File: src/rtl/tlvd_pkg.sv
package tlvd_pkg;

  localparam int unsigned ByteW   = 8;
  localparam int unsigned IdW     = 16;
  localparam int unsigned LenW    = 24;
  localparam int unsigned KindW   = 2;

  // One input transaction: a buffer byte and its end-of-buffer mark.
  typedef struct packed {
    logic [ByteW-1:0] data_byte;
    logic             buffer_end;
  } item_t;

  // One result transaction.
  typedef struct packed {
    logic [KindW-1:0] ident_kind;
    logic [IdW-1:0]   record_id;
    logic [LenW-1:0]  record_length;
    logic [ByteW-1:0] value_byte;
    logic             byte_valid;
    logic             last_of_value;
    logic             status;
  } result_t;

endpackage

File: src/rtl/tlv_stream_decoder.sv
// An accepted byte is held in the input register, then decoded; any result it makes
// is written to the result register, which drives the outputs.
// Throughput: 1 byte per cycle while the output does not stall; the phase update for a
// byte is one pass of logic between the input register and the result register.
// Backpressure on the output stalls the input register, which stalls in_ready.
// Reset (rst, synchronous, active high): empties both registers, decoder waits for a header.
module tlv_stream_decoder (
  input  logic                       clk,
  input  logic                       rst,
  input  logic                       in_valid,
  output logic                       in_ready,
  input  logic [tlvd_pkg::ByteW-1:0] data_byte,
  input  logic                       buffer_end,
  output logic                       out_valid,
  input  logic                       out_ready,
  output logic [tlvd_pkg::KindW-1:0] ident_kind,
  output logic [tlvd_pkg::IdW-1:0]   record_id,
  output logic [tlvd_pkg::LenW-1:0]  record_length,
  output logic [tlvd_pkg::ByteW-1:0] value_byte,
  output logic                       byte_valid,
  output logic                       last_of_value,
  output logic                       status
);
  import tlvd_pkg::*;

  item_t   in_item;
  item_t   item;
  logic    item_valid;
  logic    item_take;
  result_t res;

  // Pack the input transaction.
  assign in_item.data_byte  = data_byte;
  assign in_item.buffer_end = buffer_end;

  // Input register: holds one byte while the decoder waits on the output side.
  tlvd_in_stage u_in (
    .clk       (clk),
    .rst       (rst),
    .in_valid  (in_valid),
    .in_ready  (in_ready),
    .in_item   (in_item),
    .item_valid(item_valid),
    .item      (item),
    .item_take (item_take)
  );

  // Phase tracking, field accumulation and the result register.
  tlvd_core u_core (
    .clk       (clk),
    .rst       (rst),
    .item_valid(item_valid),
    .item      (item),
    .item_take (item_take),
    .out_valid (out_valid),
    .out_ready (out_ready),
    .res       (res)
  );

  // Unpack the result transaction onto its ports.
  assign ident_kind    = res.ident_kind;
  assign record_id     = res.record_id;
  assign record_length = res.record_length;
  assign value_byte    = res.value_byte;
  assign byte_valid    = res.byte_valid;
  assign last_of_value = res.last_of_value;
  assign status        = res.status;

endmodule

File: src/rtl/tlvd_in_stage.sv
module tlvd_in_stage (
  input  logic            clk,
  input  logic            rst,
  input  logic            in_valid,
  output logic            in_ready,
  input  tlvd_pkg::item_t in_item,
  output logic            item_valid,
  output tlvd_pkg::item_t item,
  input  logic            item_take
);
  import tlvd_pkg::*;

  logic full;

  assign in_ready   = !full || item_take;
  assign item_valid = full;

  always_ff @(posedge clk) begin
    if (rst) begin
      full <= 1'b0;
    end else if (in_valid && in_ready) begin
      full <= 1'b1;
    end else if (item_take) begin
      full <= 1'b0;
    end
  end

  always_ff @(posedge clk) begin
    if (in_valid && in_ready) begin
      item <= in_item;
    end
  end

endmodule

File: src/rtl/tlvd_core.sv
module tlvd_core (
  input  logic              clk,
  input  logic              rst,
  input  logic              item_valid,
  input  tlvd_pkg::item_t   item,
  output logic              item_take,
  output logic              out_valid,
  input  logic              out_ready,
  output tlvd_pkg::result_t res
);
  import tlvd_pkg::*;

  localparam logic [2:0] PH_HEADER = 3'd0;
  localparam logic [2:0] PH_ID     = 3'd1;
  localparam logic [2:0] PH_LEN    = 3'd2;
  localparam logic [2:0] PH_VALUE  = 3'd3;

  logic [2:0]       phase,        phase_next;
  logic [KindW-1:0] kind_reg,     kind_reg_next;
  logic             wide_id_flag, wide_id_flag_next;
  logic [1:0]       length_form,  length_form_next;
  logic [IdW-1:0]   id_accum,     id_accum_next;
  logic [LenW-1:0]  length_accum, length_accum_next;
  logic [LenW-1:0]  bytes_left,   bytes_left_next;
  logic [1:0]       field_count,  field_count_next;

  logic             emit;
  logic             valid_bit;
  logic             last_bit;
  logic             status_bit;
  logic [ByteW-1:0] vb;
  logic [1:0]       fc_dec;
  logic [LenW-1:0]  left_dec;
  logic             fire;

  assign fire      = item_valid && (!out_valid || out_ready);
  assign item_take = fire;
  assign fc_dec    = 2'(field_count - 2'd1);
  assign left_dec  = LenW'(bytes_left - 1'b1);

  always_comb begin
    phase_next        = phase;
    kind_reg_next     = kind_reg;
    wide_id_flag_next = wide_id_flag;
    length_form_next  = length_form;
    id_accum_next     = id_accum;
    length_accum_next = length_accum;
    bytes_left_next   = bytes_left;
    field_count_next  = field_count;
    emit       = 1'b0;
    valid_bit  = 1'b0;
    last_bit   = 1'b0;
    status_bit = 1'b0;
    vb         = '0;

    unique case (phase)
      PH_ID: begin
        id_accum_next    = {id_accum[IdW-ByteW-1:0], item.data_byte};
        field_count_next = fc_dec;
        if (fc_dec == 2'd0) begin
          if (length_form == 2'd0) begin
            if (length_accum == '0) begin
              phase_next = PH_HEADER;
              emit       = 1'b1;
              last_bit   = 1'b1;
            end else begin
              bytes_left_next = length_accum;
              phase_next      = PH_VALUE;
            end
          end else begin
            field_count_next = length_form;
            phase_next       = PH_LEN;
          end
        end
      end
      PH_LEN: begin
        length_accum_next = {length_accum[LenW-ByteW-1:0], item.data_byte};
        field_count_next  = fc_dec;
        if (fc_dec == 2'd0) begin
          if (length_accum_next == '0) begin
            phase_next = PH_HEADER;
            emit       = 1'b1;
            last_bit   = 1'b1;
          end else begin
            bytes_left_next = length_accum_next;
            phase_next      = PH_VALUE;
          end
        end
      end
      PH_VALUE: begin
        bytes_left_next = left_dec;
        emit      = 1'b1;
        valid_bit = 1'b1;
        vb        = item.data_byte;
        if (left_dec == '0) begin
          last_bit   = 1'b1;
          phase_next = PH_HEADER;
        end
      end
      default: begin
        // Header byte; unused phase codes land here too.
        kind_reg_next     = item.data_byte[7:6];
        wide_id_flag_next = item.data_byte[5];
        length_form_next  = item.data_byte[4:3];
        id_accum_next     = '0;
        length_accum_next = (item.data_byte[4:3] == 2'd0) ?
                            LenW'(item.data_byte[2:0]) : '0;
        bytes_left_next   = '0;
        field_count_next  = item.data_byte[5] ? 2'd2 : 2'd1;
        phase_next        = PH_ID;
      end
    endcase

    // Truncated record: replace whatever the byte produced with an error.
    if (item.buffer_end && phase_next != PH_HEADER) begin
      emit             = 1'b1;
      valid_bit        = 1'b0;
      vb               = '0;
      last_bit         = 1'b0;
      status_bit       = 1'b1;
      phase_next       = PH_HEADER;
      bytes_left_next  = '0;
      field_count_next = 2'd0;
    end
  end

  always_ff @(posedge clk) begin
    if (rst) begin
      phase        <= PH_HEADER;
      kind_reg     <= '0;
      wide_id_flag <= 1'b0;
      length_form  <= 2'd0;
      id_accum     <= '0;
      length_accum <= '0;
      bytes_left   <= '0;
      field_count  <= 2'd0;
    end else if (fire) begin
      phase        <= phase_next;
      kind_reg     <= kind_reg_next;
      wide_id_flag <= wide_id_flag_next;
      length_form  <= length_form_next;
      id_accum     <= id_accum_next;
      length_accum <= length_accum_next;
      bytes_left   <= bytes_left_next;
      field_count  <= field_count_next;
    end
  end

  always_ff @(posedge clk) begin
    if (rst) begin
      out_valid <= 1'b0;
    end else if (fire && emit) begin
      out_valid <= 1'b1;
    end else if (out_ready) begin
      out_valid <= 1'b0;
    end
  end

  always_ff @(posedge clk) begin
    if (fire && emit) begin
      res.ident_kind    <= kind_reg_next;
      res.record_id     <= id_accum_next;
      res.record_length <= length_accum_next;
      res.value_byte    <= vb;
      res.byte_valid    <= valid_bit;
      res.last_of_value <= last_bit;
      res.status        <= status_bit;
    end
  end

  a_err_shape: assert property (@(posedge clk) disable iff (rst)
    out_valid && res.status |-> !res.byte_valid && !res.last_of_value && res.value_byte == '0)
    else $error("error result carries value data");

  a_end_to_header: assert property (@(posedge clk) disable iff (rst)
    fire && item.buffer_end |=> phase == PH_HEADER)
    else $error("buffer end did not return to header phase");

  a_value_nonzero: assert property (@(posedge clk) disable iff (rst)
    phase == PH_VALUE |-> bytes_left != '0)
    else $error("value phase with nothing left");

  a_value_emits: assert property (@(posedge clk) disable iff (rst)
    fire && phase == PH_VALUE && !item.buffer_end |=> out_valid && res.byte_valid)
    else $error("value byte not emitted");

endmodule
File: config.mk
export PLATFORM = sky130hd
export DESIGN_NAME = tlv_stream_decoder
export DESIGN_NICKNAME = d
export VERILOG_FILES = /design/src/rtl/tlvd_pkg.sv /design/src/rtl/tlv_stream_decoder.sv /design/src/rtl/tlvd_in_stage.sv /design/src/rtl/tlvd_core.sv
export SDC_FILE = /design/constraint.sdc
export NUM_CORES = 1
export LEC_CHECK = 0
export ABC_AREA = 0
export BUFFER_PORTS_ARGS = -buffer_cell sky130_fd_sc_hd__buf_2
export CAP_MARGIN = 20
export CELL_PAD_IN_SITES_DETAIL_PLACEMENT = 0
export CELL_PAD_IN_SITES_GLOBAL_PLACEMENT = 1
export CORE_UTILIZATION = 47
export CTS_BUF_LIST = sky130_fd_sc_hd__clkbuf_4 sky130_fd_sc_hd__clkbuf_8
export DETAILED_ROUTE_END_ITERATION = 10
export GPL_TIMING_DRIVEN = 0
export PLACE_DENSITY_LB_ADDON = 0.2
export SKIP_LAST_GASP = 1
export SYNTH_ARGS = -nofsm -noshare
export SYNTH_HDL_FRONTEND = slang
export SYNTH_HIERARCHICAL = 1
export SYNTH_SLANG_ARGS = --single-unit
File: constraint.sdc
create_clock -name clk -period 7.3 [get_ports clk]
set_input_delay 0.73 -clock clk [delete_from_list [all_inputs] [get_ports clk]]
set_output_delay 0.73 -clock clk [all_outputs]
set_load 0.02 [all_outputs]
# --- Yosys cells after proc, flatten, opt, wreduce, memory -nomap -nowiden ---
# Cells that the tools add are included.
totals:
  ff_bits: 137
  inputBits: 13
  output_inout_bits: 55
  elab_cells: 94
op_classes:
  addsub: 2
  eq_ne: 9
  mux: 39
  bitwise: 2
  reduce_logical: 24
ops:
  columns: ["op", "n"]
  rows:
  - ["$mux W24", 6]
  - ["$logic_not A24 Y1", 3]
  - ["$pmux W24 S3", 1]
  - ["$pmux W24 S2", 1]
  - ["$pmux W16 S2", 1]
  - ["$sub A24 B1 Y24 const B", 1]
  - ["$mux W2", 8]
  - ["$mux W3", 5]
  - ["$mux W1", 13]
  - ["$ne A3 B1 Y1 const B", 3]
  - ["$pmux W3 S3", 1]
  - ["$eq A3 B2 Y1 const B", 2]
  - ["$logic_not A2 Y1", 3]
  - ["$ne A3 B3 Y1 const B", 2]
  - ["$pmux W1 S3", 2]
  - ["$pmux W2 S3", 1]
  - ["$reduce_and A6 Y1", 1]
  - ["$reduce_or A2 Y1", 3]
  - ["$logic_and A1 B1 Y1", 4]
  - ["$reduce_and A2 Y1", 2]
  - ["$reduce_bool A2 Y1", 2]
  - ["$eq A3 B1 Y1 const B", 1]
  - ["$reduce_bool A3 Y1", 1]
  - ["$reduce_or A3 Y1", 1]
  - ["5 further kinds", 8]

# --- Logic depth before layout (Yosys ltp) ---
# Gate-level depths: netlist of the first run.
depth:
  ltp_word: 10
  depth_mapped: 11
  depth_no_buf: 9

# --- Cells and area by module ---
# Netlist of the first run, hierarchy kept.
modules_own_cells:
  columns: ["module", "instances", "cells_per_inst", "area_per_inst_um2", "seq_area_each_um2"]
  rows:
  - ["tlvd_core", 1, 628, 6155.9, 3072.9]
  - ["tlvd_in_stage", 1, 14, 325.3, 290.3]

# --- Least setup slack after synthesis of the first run ---
# No wires, ideal clock.
synth_timing:
  path_type: "input -> register"
  from: "input port out_ready"
  to: "register, netlist name u_core/res[0]"
  setup_time_ns: 0.407
  arrival_ns: 2.667
  path_slack_ns: 4.226
  stages: 7
  n_path_buf: 2
  cell_sequence: "nand2b_1 nand2_1 clkbuf_1 inv_1 clkbuf_1 o21ai_0 inv_1"
synth_via:
  elab_chain_len: 3
synth_lines:
  columns: ["element", "line_no", "text"]
  rows:
  - ["from (decl)", "tlv_stream_decoder.sv:15", "input logic out_ready,"]
  - ["$logic_or A1 B1 Y1", "tlvd_core.sv:36", "assign fire = item_valid && (!out_valid || out_ready);"]
  - ["$logic_and A1 B1 Y1", "tlvd_core.sv:36", null]
  - ["$logic_and A1 B1 Y1", "tlvd_core.sv:160", "if (fire && emit) begin"]
# No other way between the ends.
# A chain may end at the register's enable or synchronous reset.

# --- Worst setup path in the final report of the first run ---
layout_timing:
  from: "input port out_ready"
  to: "output port in_ready"
layout_via:
  elab_chain_len: 3
layout_lines:
  columns: ["element", "line_no", "text"]
  rows:
  - ["$logic_or A1 B1 Y1", "tlvd_core.sv:36", null]
  - ["$logic_and A1 B1 Y1", "tlvd_core.sv:36", null]
  - ["net item_take", "tlv_stream_decoder.sv:29", "logic item_take;"]
  - ["$logic_or A1 B1 Y1", "tlvd_in_stage.sv:15", "assign in_ready = !full || item_take;"]
  - ["to (decl)", "tlv_stream_decoder.sv:11", "output logic in_ready,"]
# The timed path passes the listed nets, and every way through them passes these cells.

==> flow_results.org, run 1 <==
** Floorplan
- The initial utilization of the core area, before any placement, comes to 48.6%.
- The floorplan step defined a core boundary enclosing 13300 µm².
- Measured along the x axis, the die boundary spans 119 µm.
- In this run the vertical extent of the chip is 119 µm.
- Cell row count :: 42
- 68 I/O pins were placed.
- The die covers 14300 µm².

** Synthesis
- Top area cells in the synthesized netlist :: sky130_fd_sc_hd__edfxtp_1 29%, sky130_fd_sc_hd__dfxtp_1 23%, sky130_fd_sc_hd__a22o_1 5.4%, sky130_fd_sc_hd__a21oi_1 5.3%, sky130_fd_sc_hd__nand2_1 5.1%
- For this run, asynchronously set or reset flops after synthesis account for 0%.
- The share of the Yosys chip area taken by registers is 51.9%.
- The synthesized design contains 137 register bits.
- Fraction of synthesized cell area taken by the top area cell type :: 28.7%
- After synthesis, the netlist uses 65 different library cells.
- Summing every instance area after synthesis gives 6480 µm².
- Average footprint of a synthesized cell :: 10.1 µm²
- The biggest area contributor in the post-synthesis netlist is sky130_fd_sc_hd__edfxtp_1.
- Counting instances in the post-synthesis netlist gives the leading cell types as 88 x sky130_fd_sc_hd__nand2_1, 75 x sky130_fd_sc_hd__dfxtp_1, 68 x sky130_fd_sc_hd__a21oi_1.
- Number of synthesis warnings :: 6
- Nets in the synthesized netlist :: 658
- In this run, synthesis inferred 62 flip-flops with an integrated enable.
- Leading register cell type out of synthesis :: sky130_fd_sc_hd__dfxtp_1
- The cell count after synthesis came out at 642.
- Cell with the most instances after synthesis :: sky130_fd_sc_hd__nand2_1

** STA
- The worst path uses 48.5% of the clock period.
- Actual transition at the worst max-transition pin :: 0.782 ns
- Accumulated negative setup slack :: 0 ns
- Setup repair after global routing missed its margin :: false
- The clock arrives with 0.0112 ns of skew.
- Hold_ws :: 0.442 ns
- Maximum operating frequency :: 282 MHz
- Setup violators final :: 0
- Number of max-slew violations in the final report :: 0
- After layout, the minimum clock period comes to 3.54 ns.
- The number of endpoints with negative hold slack in the final report is 0.
- Measured against its own limit, the worst slew margin works out to 47.8%.
- Worst path setup slack after routing :: 3.76 ns

** Power and ir drop
- Internal Pwr Total :: 1260 µW
- In this run switching power makes up 23.7% of total power.
- Portion of total power attributed to combinational logic :: 6.6%
- Reported net switching power :: 392 µW
- Clock group share of total power :: 42.9%
- Power per cell area :: 220 nW/µm²
- Share of power burned in registers :: 50.5%
- Pleak :: 0.00273 µW
- IR drop worst, VDD :: 112 µV

** Job
- Max-cap violation count :: 0

** Drt
- Summing over every cut layer, the via total after detailed routing is 5453.
- For this run, design rule violations remaining after detail routing come to 0.
- In the routed layout, each cell is associated on average with a via count of 5.94.
- In this run the remaining antenna-violating nets after routing total 0.
- Number of DRC markers after the initial detailed-route iteration :: 550
- Dividing the detail-routed wire length by the instance count gives 19.5 µm.
- Before antenna repair, the detailed router went through 5 iterations.
- Sum of routed wire length over all layers :: 17900 µm

** Setup path
- Max incr delay on CP :: 0.53 ns
- Critical-path top delay cell :: sky130_fd_sc_hd__buf_1
- The critical path goes through buf_2 -> nand2b_1 -> nand2_1 -> clkbuf_1 -> inv_1 -> clkbuf_1 -> buf_1 -> nand2b_4 -> buf_2.
- Element type at the critical path end :: primary output
- The setup path with the least slack is of type input port to primary output.
- Worst setup SP type :: input port
- Biggest fanout along the worst timing path :: 10
- Data arrival, critical path :: 2.81 ns
- STA puts the critical path data required time at 6.57 ns.

** Cells and area
- The area growth from synthesis to layout is 16.0%.
- Cells fill 56.3% of the core in the end.
- Flip-flop count of the largest register, all copies and words added :: 53
- The repair_antennas step left the layout with diodes totalling 0.
- Seq. cell area :: 3360 µm²
- Area used by multi-input combinational logic :: 2870 µm²
- Largest registers ranked by flip-flop count :: u_core/res (53), u_core/bytes_left (24), u_core/length_accum (24)
- Net count, final :: 745
- Largest reg by FF count :: u_core/res
- Fill cells in the final layout number 1207.
- Share of final-layout standard cells stronger than drive strength 1 :: 19.4%
- After the flow finishes, the layout carries non-filler instances totaling 918.

** GRT
- The initial antenna violation count is 0.
- The total overflow left after global routing is 0.
- First-pass GRT wire length :: 27500 µm
- Largest net degree at the start of global routing :: 45
- Global routing consumed, over all layers together, 25.8% of the routing resources.
- The number of global-route vias before repair is 4860.

** Place
- At the end of routability-driven placement, the weighted congestion stood at 0.923.
- Detailed placement finished with a half-perimeter wire length of 12400 µm.
- Port buffering added 67 buffers.
- Placed instance count :: 886
- Worst setup slack before clock tree synthesis :: 3.83 ns

** Clock network
- The later pin in the worst-skew pair is clocked with a latency of 0.46 ns.
- Quantity of hold-fixing buffers added after cts :: 0
- Sink Count :: 137
- Clock-pin slew was measured on the worst setup and hold paths at 0.08 ns.
- Post-CTS timing repair inserted 0 buffers for setup.
- After clock tree synthesis, the repair step resized 0 gates.
- CTS Buf Count :: 17
- In this run the clock root is driven by a sky130_fd_sc_hd__clkbuf_8.
- The longest clock path from root to sink contains 2 buffers.
- TritonCTS built the clock tree.
- Htree depth :: 4

** Min path
- Path type of the worst min-delay path :: input port to register

** Run status
- The flow ran to the end, and the final reports show no timing, DRC or antenna violations.
-- cell type report --
cell class	instances	share of cell area, %
timing repair buffer	68	4.73
clock inverter	10	2.18
buffer	50	2.81
tap	176	2.93
multi-input combinational	446	38.2
sequential	137	44.7
clock buffer	22	3.94
inverter	9	0.449
-- worst paths after layout --
| kind | from | end | slack (ns) | depth (start not counted) |
|---|---|---|---|---|
| max | out_ready | in_ready | 3.76 | 9 |
| min | data_byte[2] | u_in/item[3] | 0.44 | 1 |
| max reg2reg | u_core/bytes_left[0] | u_core/res[3] | 3.86 | 11 |
| min reg2reg | u_core/id_accum[9] | u_core/id_accum[9] | 0.46 | 2 |
-- cells by family (layout without fill, tap and decap cells) --
kind of cell,count (synthesis),after routing,share of synthesized area (%)
AND/OR/NAND/NOR,227,227,17.2
AO/OA/AOI/OAI,191,191,23.0
flip-flops,137,137,51.9
buffers and inverters,59,159,3.78
XOR/XNOR,18,18,2.43
multiplexers,7,7,1.16
adder cells (fa/ha/maj),3,3,0.579
-- through the flow --
stage | instance area, µm² | power (µW)
2_1_floorplan | 6480 | 917
3_3_place_gp | 7040 | 959
3_5_place_dp | 7060 | 961
4_1_cts | 7520 | 1660
5_1_grt | 7520 | 1700
6_report | 7520 | 1660
-- power groups by stage --
stage                     clock network, µW  logic (µW)  registers (µW)
after floorplan                           0        58.3             859
after global placement                    0         105             854
after detailed placement                  0         108             853
after CTS                               717         108             836
after global routing                    749         117             838
final                                   710         109             836
-- per-layer routing --
layer	wire length [µm]	up-vias	global-route usage, %	part of all wire, %
li1	-	2557	-	-
met1	8020	2631	35.6	45
met2	8110	225	39.0	45
met3	1300	40	5.51	7.3
met4	452	0	11.0	2.5
met5	0	-	0	0
-- worst max-delay path: cells and delay by family --
kind / cells / cell delay, ns
buf+inv: 6 / 1.60
simple gates: 3 / 0.48
-- cells in the final DEF (no fill, tap or decap), types with 3 or more instances in the layout --
cell type	instances
sky130_fd_sc_hd__a211oi_1	9
sky130_fd_sc_hd__a21oi_1	68
sky130_fd_sc_hd__a22o_1	40
sky130_fd_sc_hd__a22oi_1	13
sky130_fd_sc_hd__a311oi_1	4
sky130_fd_sc_hd__and2_1	9
sky130_fd_sc_hd__and3_1	3
sky130_fd_sc_hd__buf_1	6
sky130_fd_sc_hd__buf_2	74
sky130_fd_sc_hd__bufinv_16	4
sky130_fd_sc_hd__clkbuf_1	35
sky130_fd_sc_hd__clkbuf_8	21
sky130_fd_sc_hd__dfxtp_1	75
sky130_fd_sc_hd__edfxtp_1	62
sky130_fd_sc_hd__ha_1	3
sky130_fd_sc_hd__inv_1	8
sky130_fd_sc_hd__mux2_2	4
sky130_fd_sc_hd__mux2i_1	3
sky130_fd_sc_hd__nand2_1	88
sky130_fd_sc_hd__nand2b_1	3
sky130_fd_sc_hd__nand3_1	9
sky130_fd_sc_hd__nand4_1	3
sky130_fd_sc_hd__nor2_1	49
sky130_fd_sc_hd__nor2b_1	7
sky130_fd_sc_hd__nor3_1	16
sky130_fd_sc_hd__nor4_1	15
sky130_fd_sc_hd__o21ai_0	9
sky130_fd_sc_hd__o2bb2ai_1	4
sky130_fd_sc_hd__o2bb2ai_2	20
sky130_fd_sc_hd__o41ai_1	3
sky130_fd_sc_hd__or3_1	5
sky130_fd_sc_hd__or4_1	7
sky130_fd_sc_hd__xnor2_1	14
sky130_fd_sc_hd__xor2_1	4
No activity file was read; power rests on OpenSTA's default activity.
==> run 2: changes to the inputs <==
CORE_UTILIZATION = 43   (was 47)
clock period = 3.2 ns   (was 7.3 ns; I/O delays follow)
==> run 2 against run 1 <==
The run now ends with DRC left. First-iteration DRC count increased by 8.7%. Final area rose by 0.38%. Sequential share of layout area down 0.14 points. Cell count up 1.3%. Total power is 110% higher. Clock-buffer cell count rose by 1. Critical path depth is 1 higher. Clock skew decreased by 0.0012 ns. Highest routed layer unchanged.
==> flow_results.org, run 2 (synthesis gave the netlist of run 1 again) <==
** Run status
- The run finished, with violations left.
- Failing checks :: DRC

** Setup path
- Required time of the critical path :: 3.51 ns (-3.06 ns)
- Cells along the critical path :: buf_2 -> or4_4 -> nor4_2 -> xnor2_1 -> nand4_1 -> buf_4 -> or4_4 -> a21oi_2 -> clkbuf_4 -> and2_1
- The critical path starts at u_core/bytes_left[7].
- Critical-path top delay cell :: sky130_fd_sc_hd__or4_4
- The largest stage delay on the critical path is 0.58 ns (+0.05 ns).
- Reg-to-reg startpoint :: u_core/bytes_left[7]
- Reg-to-reg critical path endpoint :: u_core/res[4]
- Data arrival, critical path :: 3.40 ns (+0.59 ns)
- Register-to-Register Setup Slack :: 0.11 ns (-3.75 ns)
- Element type at the critical path end :: register
- Worst setup SP type :: register
- In this design, the critical path's most frequently occurring cell is sky130_fd_sc_hd__or4_4.
- The largest fanout on the critical path was 10 (unchanged).
- Worst R2R Path Depth :: 10 (-1)
- The setup path with the least slack is of type register to register.

** Power and ir drop
- The power density over the cells came to 470 nW/µm² (+110%).
- IR drop worst, VDD :: 211 µV (+89%)
- The leakage power of the design is 0.00275 µW (+0.55%).

** Floorplan
- Cell row count :: 44 (+4.8%)
- Die ar. :: 15600 µm² (+9.1%)
- The area of the core is 14600 µm² (+9.7%).
- The chip width is 125 µm (+4.5%).
- I/O Pins :: 68 (unchanged)
- The initial core utilization came to 44.3% (-4.3 points).
- Die height :: 125 µm (+4.5%)

** Clock network
- CTS tree :: done
- CTS root buf :: sky130_fd_sc_hd__clkbuf_8
- Clock-pin slew reported for the worst setup and hold paths after clock tree synthesis :: 0.08 ns (about the same)
- The total of hold buffers inserted after clock tree synthesis was 0 (unchanged).
- The CTS buffer count was 17 (unchanged).
- The number of clock sinks came to 137 (unchanged).
- The number of levels in the clock H-tree came to 4 (unchanged).
- Maximum clock insertion buffer count :: 2 (unchanged)
- The worst-skew pair later-pin latency is 0.44 ns (-0.02 ns).

** Drt
- The remaining routing DRC violations came to 8 (+8).
- The total via count in the routed design is 5453 (unchanged).
- Number of DRC markers after the initial detailed-route iteration :: 598 (+8.7%)
- Average vias per placed instance :: 5.86 (-1.3%)
- Mean routed wirelength per cell :: 19.4 µm (-0.24%)
- The remaining antenna violation count after routing is 0 (unchanged).
- The number of optimization iterations in the first detailed-route pass was 10 (+5).
- Sum of routed wire length over all layers :: 18100 µm (+1.1%)

** STA
- The number of endpoints with negative hold slack in the final report is 0 (unchanged).
- The number of setup violations in the final report came to 0 (unchanged).
- The worst setup skew after layout was 0.0101 ns (-0.00115 ns).
- Post-layout minimum cycle time :: 3.09 ns
- The number of max-slew violations in the final report came to 0 (unchanged).
- Static timing analysis puts the maximum clock frequency at 324 MHz.
- Worst slew margin relative to its limit :: 49.7% (+1.8 points)
- Hold_ws :: 0.0450 ns (-0.397 ns)
- In the finished design, the share of the clock period the worst path needs comes to 96.5%.
- Actual transition at the worst max-transition pin :: 0.755 ns (-0.0275 ns)

** Cells and area
- The library cell used most frequently in the layout, excluding fill and tap cells, is sky130_fd_sc_hd__nand2_1.
- The area of all placed cells without fillers is 7550 µm² (+0.38%).
- Number of antenna repair diodes :: 0 (unchanged)
- Fill cell total of the finished layout :: 1369 (+13%)
- Net count, final :: 749 (+0.54%)
- The layout cell share with drive strength beyond 1 was 21.7% (+2.3 points).
- Final cell count without fillers :: 930 (+1.3%)
- More flip-flops sit in one register than any other, and that register is u_core/res.
- Leading cell types in the layout, fill and taps excluded :: 88 x sky130_fd_sc_hd__nand2_1, 73 x sky130_fd_sc_hd__buf_2, 73 x sky130_fd_sc_hd__dfxtp_1, 67 x sky130_fd_sc_hd__a21oi_1, 62 x sky130_fd_sc_hd__edfxtp_1
- In the final layout, the registers with the most flip-flops are u_core/res (53), u_core/bytes_left (24), u_core/length_accum (24).
- Area overhead of the layout relative to synthesis :: 16.4%
- The flip-flop count of the largest register, all copies and words added is 53 (unchanged).

** Place
- The post-detailed-placement cell area is 7070 µm² (+0.14%).
- Placed instance count :: 894 (+0.90%)
- The count of input and output buffers is 67 (unchanged).
- Routability congestion estimate :: 0.897 (-2.8%)
- The detailed-placement wirelength estimate was 12400 µm (about the same).

** GRT
- First-pass GRT wire length :: 27700 µm (+0.75%)
- The aggregate global-route resource usage is 23.4% (-2.4 points).
- Largest net degree at the start of global routing :: 49 (+8.9%)
- Total gr overflow :: 0 (unchanged)
- Number of global-route vias before repair :: 4979 (+2.4%)
- Antenna violations before repair :: 0 (unchanged)

** Job
- Max-cap violation count :: 0 (unchanged)

** Min path
- WHS Path Cells :: 1 (unchanged)
- Startpoint of the worst hold path :: data_byte[4]
- The worst hold path belongs to the class input port to register.
- For hold timing, the worst endpoint is u_in/item[5].
-- run 2: cell count changes in the layout (fill, tap and decap cells not counted), sizes merged --
cell and delta:
bufinv -2, buf +4, clkinv +2, clkbuf +1
inv -1
-- run 2: metal layers --
metal  vias to the layer above  routed length [µm]  track usage, %
li1                       2575                   -               -
met1                      2623                8070            31.9
met2                       225                8330            35.4
met3                        30                1300            5.58
met4                         0                 372            10.0
met5                         -                   0               0
-- run 2: worst max-delay path: cells and delay by family, from the launching register on --
| kind | cells | cell delay [ns] |
|---|---|---|
| AO/OA/AOI/OAI | 1 | 0.20 |
| flip-flops | 1 | 0.31 |
| buffers and inverters | 3 | 0.57 |
| AND/OR/NAND/NOR | 5 | 1.70 |
| XOR/XNOR | 1 | 0.18 |
-- run 2: timing repair --
item | 4_1_cts | 5_1_grt
setup endpoints to repair | 32 | 80
gates resized for setup | 7 | 10
buffers inserted | 0 | 6
pin swaps | 1 | 2
-- run 2: worst max-delay path by stage --
stage,to,cells past startpoint
CTS,u_core/bytes_left[20],11
floorplan,u_core/res[0],10
detailed placement,u_core/bytes_left[20],11
global placement,u_core/res[33],7
finish,u_core/res[4],10
global route,u_core/res[10],10
-- run 2: final cells by class --
class	count	area (µm²)	area share, %
multi-input cells	446	2920	38.7
repair buffers	74	400	5.31
plain buffers	48	209	2.77
clock inverters	9	100	1.33
clock buffers	23	285	3.78
inverters	9	33.8	0.448
well taps	184	230	3.05
flip-flops and latches	137	3370	44.6
-- run 2: power breakdown --
part	leakage (µW)	internal, µW	total [µW]	switching [µW]
clock network	0.000202	748	1390	640
registers	0.00120	1870	1910	42.8
logic	0.00135	71.1	248	177
-- run 2: metrics by stage --
stage	power (µW)	TNS (ns)	setup WS (ns)	utilization [%]
after global placement	2190	-28.81	-0.474	48.1
after global routing	3680	-0.0658	-0.0190	51.5
after CTS	3580	0	0.0136	51.1
after floorplan	2090	0	0.190	-
after detailed placement	2190	-4.89	-0.184	48.3
final	3550	0	0.112	51.5
==> run 3: changes to the inputs <==
CORE_MARGIN = 4   (was unset)
RECOVER_POWER = 50   (was unset)
==> run 3 against run 2 <==
The run now ends clean. Utilization decreased by 0.45 points. Critical path depth increased by 1. Clock skew increased by 0.00076 ns. Fmax increased by 0.56%. Final area decreased by 0.88%. Register-to-register slack improved by 0.02 ns. Routed wire length increased by 0.80%. Total power increased by 0.61%. Clock power about the same. Global-route usage decreased by 1.3 points. Via count about the same. Sequential share of layout area increased by 0.40 points. Largest cell class unchanged.
==> flow_results.org, run 3 (synthesis gave the netlist of run 1 again) <==
** Setup path
- The critical path in this run is classified as register to register.
- CP startpoint :: u_core/bytes_left[0]
- The worst register-to-register path begins at u_core/bytes_left[0].
- The worst setup slack for register-to-register paths was 0.13 ns (+0.02 ns).
- The largest fanout on the critical path is 10 (unchanged).
- The endpoint identified for the worst register-to-register timing path is u_core/bytes_left[6].
- The data arrival time of the critical path is 3.44 ns (+0.04 ns).
- The depth of the most critical reg-to-reg path was 11 (+1).
- Following the worst setup path forward leads to its endpoint at u_core/bytes_left[6].
- The critical path data required time is 3.57 ns (+0.06 ns).
- Element type at the critical path end :: register
- The worst setup path is launched from a register.

** GRT
- The aggregate global routing overflow was 0 (unchanged).
- Largest net degree at the start of global routing :: 49 (unchanged)
- Total global-route track usage :: 22.1% (-1.3 points)
- Antenna violations before repair :: 0 (unchanged)
- The global-route met3 utilization was 4.51% (-1.1 points).
- Met2 layer usage reported by global route :: 33.6% (-1.8 points)
- The met1 track demand over resource was 31.1% (-0.78 points).
- The number of global-route vias before repair is 5201 (+4.5%).
- Most Crowded Layer GR :: met2
- The first-pass GRT wire length is 28700 µm (+3.9%).

** Drt
- Average vias per placed instance :: 5.88 (+0.20%)
- The overall routed net length was 18200 µm (+0.80%).
- The first-iteration detailed-routing DRC count is 491 (-18%).
- The remaining antenna violation count after routing was 0 (unchanged).
- The number of optimization iterations in the first detailed-route pass came to 5 (-5).
- The wire length per cell is 19.6 µm (+0.91%).
- Post-detailed-route DRC marker count :: 0 (-8)
- The total via count in the routed design is 5458 (+0.092%).

** Clock network
- Quantity of hold-fixing buffers added after cts :: 0 (unchanged)
- Clk Latency, worst-skew pair :: 0.44 ns (about the same)
- TritonCTS built the clock tree.
- The CTS buffer count was 17 (unchanged).
- Sink Count :: 137 (unchanged)
- The clock-pin slew on the worst setup and hold paths came to 0.08 ns (about the same).
- CTS root buf :: sky130_fd_sc_hd__clkbuf_8
- Maximum clock insertion buffer count :: 2 (unchanged)
- The number of levels in the clock H-tree came to 4 (unchanged).

** STA
- Setup violators final :: 0 (unchanged)
- The final cycle utilization of the critical path came to 96.0% (-0.54 points).
- Count of endpoints failing hold in the final timing report :: 0 (unchanged)
- Hold_ws :: 0.0482 ns (+0.00326 ns)
- Worst slew margin relative to its limit :: 57.7% (+8.0 points)
- Actual transition at the worst max-transition pin :: 0.635 ns (-0.120 ns)
- The clock period minus final worst setup slack came to 3.07 ns (-0.0173 ns).
- Maximum operating frequency :: 326 MHz (+0.56%)
- Worst path setup slack after routing :: 0.129 ns (+0.0173 ns)
- The number of max-slew violations in the final report is 0 (unchanged).
- Clock tree skew after final layout :: 0.0109 ns (+0.000758 ns)

** Floorplan
- The number of ports placed on the die boundary came to 68 (unchanged).
- Core Footprint :: 14600 µm² (unchanged)
- Cell row count :: 44 (unchanged)
- Initial cell density of the core :: 44.3% (unchanged)
- The chip width was 131 µm (+4.8%).
- Die height :: 131 µm (+4.8%)
- The die area is 17100 µm² (+9.8%).

** Cells and area
- The flip-flop count of the largest register, all copies and words added was 53 (unchanged).
- The layout cell share with drive strength beyond 1 is 14.2% (-7.5 points).
- Net count, final :: 748 (-0.13%)
- Leading cell types in the layout, fill and taps excluded :: 89 x sky130_fd_sc_hd__clkbuf_1, 88 x sky130_fd_sc_hd__nand2_1, 73 x sky130_fd_sc_hd__dfxtp_1, 68 x sky130_fd_sc_hd__a21oi_1, 62 x sky130_fd_sc_hd__edfxtp_1
- Most common cell after layout, fill and taps aside :: sky130_fd_sc_hd__clkbuf_1
- Compared with the post-synthesis result, the final layout area differs by 15.4%.
- Largest reg by FF count :: u_core/res
- In the final layout, the registers with the most flip-flops are u_core/res (53), u_core/bytes_left (24), u_core/length_accum (24).
- Final cell count without fillers :: 929 (-0.11%)
- The antenna diode instance count is 0 (unchanged).
- Fill cell total of the finished layout :: 1367 (-0.15%)
- The core utilization of the finished layout was 51.1% (-0.45 points).

** Run status
- Outcome :: finished clean

** Power and ir drop
- Power per cell area :: 477 nW/µm² (+1.5%)
- IR drop worst, VDD :: 230 µV (+8.7%)
- The overall power after layout is 3570 µW (+0.61%).
- Pleak :: 0.00259 µW (-5.7%)

** Place
- Placed instance count :: 894 (unchanged)
- The count of input and output buffers came to 67 (unchanged).
- The setup slack after placement was -0.182 ns (+0.00240 ns).
- The detailed-placement wirelength estimate was 12700 µm (+2.1%).
- Routability congestion estimate :: 0.877 (-2.2%)

** Job
- Max-cap violation count :: 0 (unchanged)

** Min path
- The hold path depth was 1 (unchanged).
- The min-delay analysis places its worst path in the category input port to register.
==> run 3: cell types whose count changed in the layout (fill, tap and decap cells not counted), sizes merged <==
| cell | change |
|---|---|
| clkbuf | +58 |
| buf | -59 |
==> run 3: per-stage QoR <==
stage	instance area, µm²	TNS [ns]
2_1_floorplan	6480	0
3_3_place_gp	7050	-30.12
3_5_place_dp	7070	-4.58
4_1_cts	7490	0
5_1_grt	7480	-0.00568
6_report	7480	0
==> run 3: repair_timing <==
action                                 4_1_cts  5_1_grt
resized for setup                            7       11
setup endpoints to repair                   32       81
buffers inserted                             0        4
pin swaps                                    1        5
endpoints found under the hold margin        0        0
==> run 3: how the worst min path moves through the flow <==
| stage | startpoint | slack [ns] | endpoint |
|---|---|---|---|
| 2_1_floorplan | rst | 0.38 | u_in/item_valid |
| 3_3_place_gp | u_core/id_accum[14] | 0.44 | u_core/id_accum[14] |
| 3_5_place_dp | u_core/kind_reg[0] | 0.45 | u_core/kind_reg[0] |
| 4_1_cts | data_byte[5] | 0.02 | u_in/item[6] |
| 5_1_grt | data_byte[5] | 0.006 | u_in/item[6] |
| 6_report | data_byte[5] | 0.05 | u_in/item[6] |
==> run 3: power by group <==
group          switching [µW]  internal, µW  total [µW]  leakage, µW
combinational             177          64.6         242      0.00118
clock                     643           774        1420     0.000207
sequential               42.0          1870        1910      0.00120
total                     862          2710        3570      0.00259
==> run 3: final cells by class <==
| class | instances | area, µm² | share of cell area (%) |
|---|---|---|---|
| timing repair buffer | 72 | 318 | 4.25 |
| tap | 184 | 230 | 3.08 |
| multi-input combinational | 446 | 2920 | 39.1 |
| sequential | 137 | 3370 | 45.0 |
| buffer | 49 | 213 | 2.84 |
| inverter | 9 | 33.8 | 0.452 |
| clock inverter | 9 | 100 | 1.34 |
| clock buffer | 23 | 298 | 3.98 |
==> run 3: critical path, cell delays in order (launching register included) <==
cell	delay [ns]
sky130_fd_sc_hd__dfxtp_2	0.38
sky130_fd_sc_hd__inv_2	0.10
sky130_fd_sc_hd__ha_4	0.14
sky130_fd_sc_hd__or3b_1	0.33
sky130_fd_sc_hd__buf_2	0.18
sky130_fd_sc_hd__o31ai_4	0.23
sky130_fd_sc_hd__and4b_1	0.24
sky130_fd_sc_hd__nand4_1	0.15
sky130_fd_sc_hd__o41ai_4	0.38
sky130_fd_sc_hd__or4b_4	0.55
sky130_fd_sc_hd__buf_6	0.19
sky130_fd_sc_hd__o2bb2ai_2	0.14
==> run 3: per-layer routing <==
layer  wire (µm)  up-vias
met3        1230       28
met4         352        0
met5           0        -
li1            -     2570
met1        8370     2642
met2        8260      218
